<file path="src/hw/rtl/hpt_pkg.sv">
// ----------------------------------------------------------------------------
// hpt_pkg
// Shared types and constants for the homogeneous point transform core.
// ----------------------------------------------------------------------------
package hpt_pkg;

  localparam int COORD_W   = 32;
  localparam int WORD_W    = 64;
  localparam int NUM_REGS  = 8;
  localparam int REG_IDX_W = 3;
  localparam int ADDR_W    = 6;
  localparam int FRAC_BITS = 16;
  localparam int PROD_W    = 2 * COORD_W;
  localparam int TRANS_W   = COORD_W + FRAC_BITS;
  localparam int SUM_W     = PROD_W + 2;
  localparam int MAG_W     = SUM_W - 1;
  localparam int REM_W     = MAG_W + 1;
  localparam int QUO_W     = COORD_W;
  localparam int MAC_LAT   = 2;
  localparam int LANE_LAT  = QUO_W + 3;

  localparam logic [COORD_W-1:0] SAT_POS = 32'h7FFF_FFFF;
  localparam logic [COORD_W-1:0] SAT_NEG = 32'h8000_0000;

  // identity matrix at reset
  localparam logic [WORD_W-1:0] REG_RESET [NUM_REGS] = '{
    64'h0000_0000_0001_0000, 64'h0, 64'h0001_0000_0000_0000, 64'h0,
    64'h0, 64'h0000_0000_0001_0000, 64'h0, 64'h0001_0000_0000_0000
  };

  // mat[row][col], each a signed Q16.16 coefficient
  typedef logic [3:0][3:0][COORD_W-1:0] mat_t;
  typedef logic [3:0][SUM_W-1:0] sums_t;

  typedef struct packed {
    logic                 wr_en;
    logic [REG_IDX_W-1:0] idx;
    logic [WORD_W-1:0]    data;
  } cfg_req_t;

endpackage

</file>
<file path="src/hw/rtl/hpt_regs.sv">
// ----------------------------------------------------------------------------
// hpt_regs
// Matrix coefficient register file behind the configuration port.
// ----------------------------------------------------------------------------
module hpt_regs import hpt_pkg::*; (
  input  logic              clk,
  input  logic              rst,
  input  cfg_req_t          req,
  output logic [WORD_W-1:0] rdata,
  output mat_t              mat
);

  logic [WORD_W-1:0] regs [NUM_REGS];

  always_ff @(posedge clk) begin
    if (rst) begin
      for (int i = 0; i < NUM_REGS; i++) begin
        regs[i] <= REG_RESET[i];
      end
    end else if (req.wr_en) begin
      regs[req.idx] <= req.data;
    end
  end

  assign rdata = regs[req.idx];

  // low word holds the even column, high word the odd one
  for (genvar r = 0; r < 4; r++) begin : g_row
    for (genvar c = 0; c < 4; c++) begin : g_col
      if (c % 2 == 0) begin : g_lo
        assign mat[r][c] = regs[r * 2 + c / 2][COORD_W-1:0];
      end else begin : g_hi
        assign mat[r][c] = regs[r * 2 + c / 2][WORD_W-1:COORD_W];
      end
    end
  end

endmodule

</file>
<file path="config.mk">
export PLATFORM = sky130hd
export DESIGN_NAME = hpt_regs
export DESIGN_NICKNAME = d
export VERILOG_FILES = /design/src/hw/rtl/hpt_pkg.sv /design/src/hw/rtl/hpt_regs.sv
export SDC_FILE = /design/constraint.sdc
export NUM_CORES = 1
export LEC_CHECK = 0
export BUFFER_PORTS_ARGS = -buffer_cell sky130_fd_sc_hd__buf_4
export CORE_MARGIN = 4
export CORE_UTILIZATION = 33
export CTS_BUF_LIST = sky130_fd_sc_hd__clkbuf_8
export DETAILED_ROUTE_END_ITERATION = 6
export GPL_ROUTABILITY_DRIVEN = 0
export PLACE_DENSITY = 0.54
export SLEW_MARGIN = 15
export SYNTH_ARGS = -nofsm -noshare
export SYNTH_HDL_FRONTEND = slang
export SYNTH_SLANG_ARGS = --single-unit
</file>
<file path="constraint.sdc">
create_clock -name clk -period 2.1 [get_ports clk]
set_input_delay 0.105 -clock clk [delete_from_list [all_inputs] [get_ports clk]]
set_output_delay 0.105 -clock clk [all_outputs]
set_load 0.05 [all_outputs]
</file>
==> results_dict.tcl <==
set metrics [dict create \
    num_antenna_cells 0 \
    place_hpwl_um 58330 \
    hold_viol_final 0 \
    path_delay_family "multiplexers" \
    hold_path.class "input port to register" \
    yosysUniqueCellTypes 26 \
    ys.warnings.count 0 \
    path_buf_inv 1 \
    avgSynthCellArea_um2 16.50 \
    cts_tree "done" \
    largest-register "regs" \
    htree_num_levels 3 \
    port_buffers 645 \
    power.density_nw_per_um2 839.6 \
    violations "negative setup slack" \
    grt.overflow.total 0 \
    viasPerCell 4.865 \
    ir_drop_v 0.0004449 \
    ant_nets 0 \
    dp_cells 2928 \
    routedWlPerCell_um 26.50 \
    pre_cts_slack_ns 0.1134 \
    min_from "rst" \
    whs_path_depth 3 \
    rsz0062_at_grt "yes" \
    clk_pin_slew_ns 0.06 \
    final_cells 3350 \
    grt_pass1_vias 17350 \
    fin_crit_ns 2.192 \
    status "finished with violations" \
    crit_type "register to output port" \
    cpMaxStageDelayCell "edfxtp_1" \
    rows 96 \
    clk_path_buf_depth 3 \
    cts_made_buffers 89 \
    grt.total_usage_pct 23.37 \
    drc 0 \
    setup_tns_ns -0.2816 \
    drtIter0Drc 1179 \
    core-area_um2 68590 \
    routed-via-count 16300 \
    period_share_pct 104.4 \
    drive_above_1_share_pct 50.02 \
    cp_max_fo 2 \
    syn_nets 1452 \
    max_stage_delay_ns 0.53 \
    slew_headroom_pct 57.20 \
    cp_data_arrival_time_ns 2.09 \
    fp.dieH_um 270.8 \
    grt_pass1_wl_um 124900 \
    dieArea_um2 73350 \
    startpoint_type "register" \
    antenna_found_initial 0 \
    largest_register_ffs 512 \
    yosysSeqAreaShare_pct 67.44 \
    worst_slew_pin_slew_ns 0.6419 \
    cp_cell_sequence "mux4_2 > mux2_4 > buf_8" \
    netlist_area_um2 22800 \
    start_util_pct 33.24 \
    area_delta_synth_final_pct 46.69 \
    syn_inst 1382 \
    drt_first_pass_iters 5 \
    finalWorstSetupSlack_ns -0.09231 \
    grt_max_degree 55 \
    min_to "regs[2][48]" \
    worst_setup_path_end_kind "output port" \
    top_regs "regs: 512 flops" \
    layout_common_cells "822 x buf_4, 512 x edfxtp_1, 508 x and2_1" \
    nFillCells 6042 \
    routed_wl_um 88780 \
    ctsRootBufferMaster "clkbuf_8" \
    ys_ff_latch 512 \
    leakage_nw 13.60 \
    slew_viol_final 0 \
    maxCapViolCount 0 \
    cts.sinks 512 \
    dieWidth_um 270.8 \
    io_pins 646 \
    final_common_cell "buf_4" \
    layout.nets 2419 \
    fin_area_um2 33440 \
    final_util_pct 48.76 \
    fmax_mhz 456.1 \
    setup_viol_count_final 13 \
    cp.required_ns 2.00 \
    place_area_um2 29270 \
]
[metal layers]
metal | share of wire [%] | global-route usage [%]
met5 | 0 | 0
met4 | 2.9 | 7.539
met3 | 6.3 | 4.700
met2 | 51 | 40.79
met1 | 40 | 29.28
[power breakdown]
group / switching [mW] / leakage (nW) / total, mW / internal (mW)
combinational: 4.44 / 7.72 / 6.77 / 2.33
sequential: 0.443 / 4.91 / 12.4 / 11.9
clock: 4.19 / 0.977 / 8.95 / 4.76
total: 9.08 / 13.6 / 28.1 / 19.0
[stage by stage]
stage                     power (mW)  hold WS (ns)
after global routing           29.08       0.08218
after global placement         18.70        0.4328
after floorplan                16.34        0.2828
after detailed placement       18.71        0.4370
after CTS                      28.19       0.01307
final                          28.08       0.09633
[worst max path at each step]
stage | slack, ns | endpoint | depth (start not counted) | start
2_1_floorplan | 0.03 | regs[6][0] | 5 | req[66]
3_3_place_gp | 0.12 | rdata[59] | 5 | req[64]
3_5_place_dp | 0.11 | rdata[57] | 5 | req[64]
4_1_cts | -0.15 | rdata[16] | 3 | regs[5][16]
5_1_grt | -0.16 | rdata[16] | 3 | regs[5][16]
6_report | -0.09 | rdata[48] | 3 | regs[2][48]
[layout make-up]
class | instances | area, um^2 | share of cell area [%]
Clock buffer | 90 | 1239 | 3.704
Clock inverter | 71 | 471.7 | 1.411
Inverter | 2 | 7.507 | 0.02245
Multi-Input combinational cell | 776 | 7127 | 21.31
Sequential cell | 512 | 15370 | 45.97
Tap cell | 931 | 1165 | 3.483
Timing Repair Buffer | 968 | 8058 | 24.09
[cell families (layout without fill, tap and decap cells)]
family	count (synthesis)	after routing	synth area share (%)
AND/OR/NAND/NOR	605	605	15.84
flip-flops	512	512	67.44
multiplexers	168	168	14.57
buffers and inverters	94	1131	2.047
AO/OA/AOI/OAI	3	3	0.1043
[synth_stat cells (all sizes together)]
cell type | number | area share, %
a21oi | 1 | 0.022
a31o | 1 | 0.038
and2 | 508 | 14
buf | 29 | 0.88
clkbuf | 63 | 1.1
edfxtp | 512 | 67
inv | 2 | 0.033
mux2 | 40 | 2.0
mux2i | 1 | 0.044
mux4 | 127 | 13
nand2 | 71 | 1.2
nand2b | 3 | 0.082
nand3b | 2 | 0.066
nor2 | 7 | 0.17
nor3 | 2 | 0.066
o32a | 1 | 0.044
or2 | 8 | 0.22
or3 | 3 | 0.082
or3b | 1 | 0.049
[tightest hold or removal path, stage by stage]
cell and delay [ns]:
buf_4 0.15, or3b_4 0.23, or3_1 0.13
[timing repair]
| item | in CTS | in global routing |
|---|---|---|
| gates cloned | 0 | 0 |
| resized for setup | 75 | 20 |
| hold endpoints to repair | 512 | 0 |
| hold buffers | 64 | 0 |
| endpoints found under the setup margin | 52 | 55 |
| buffers inserted | 128 | 69 |
| pin swaps | 0 | 2 |
Power figures use the tool's default switching activity.
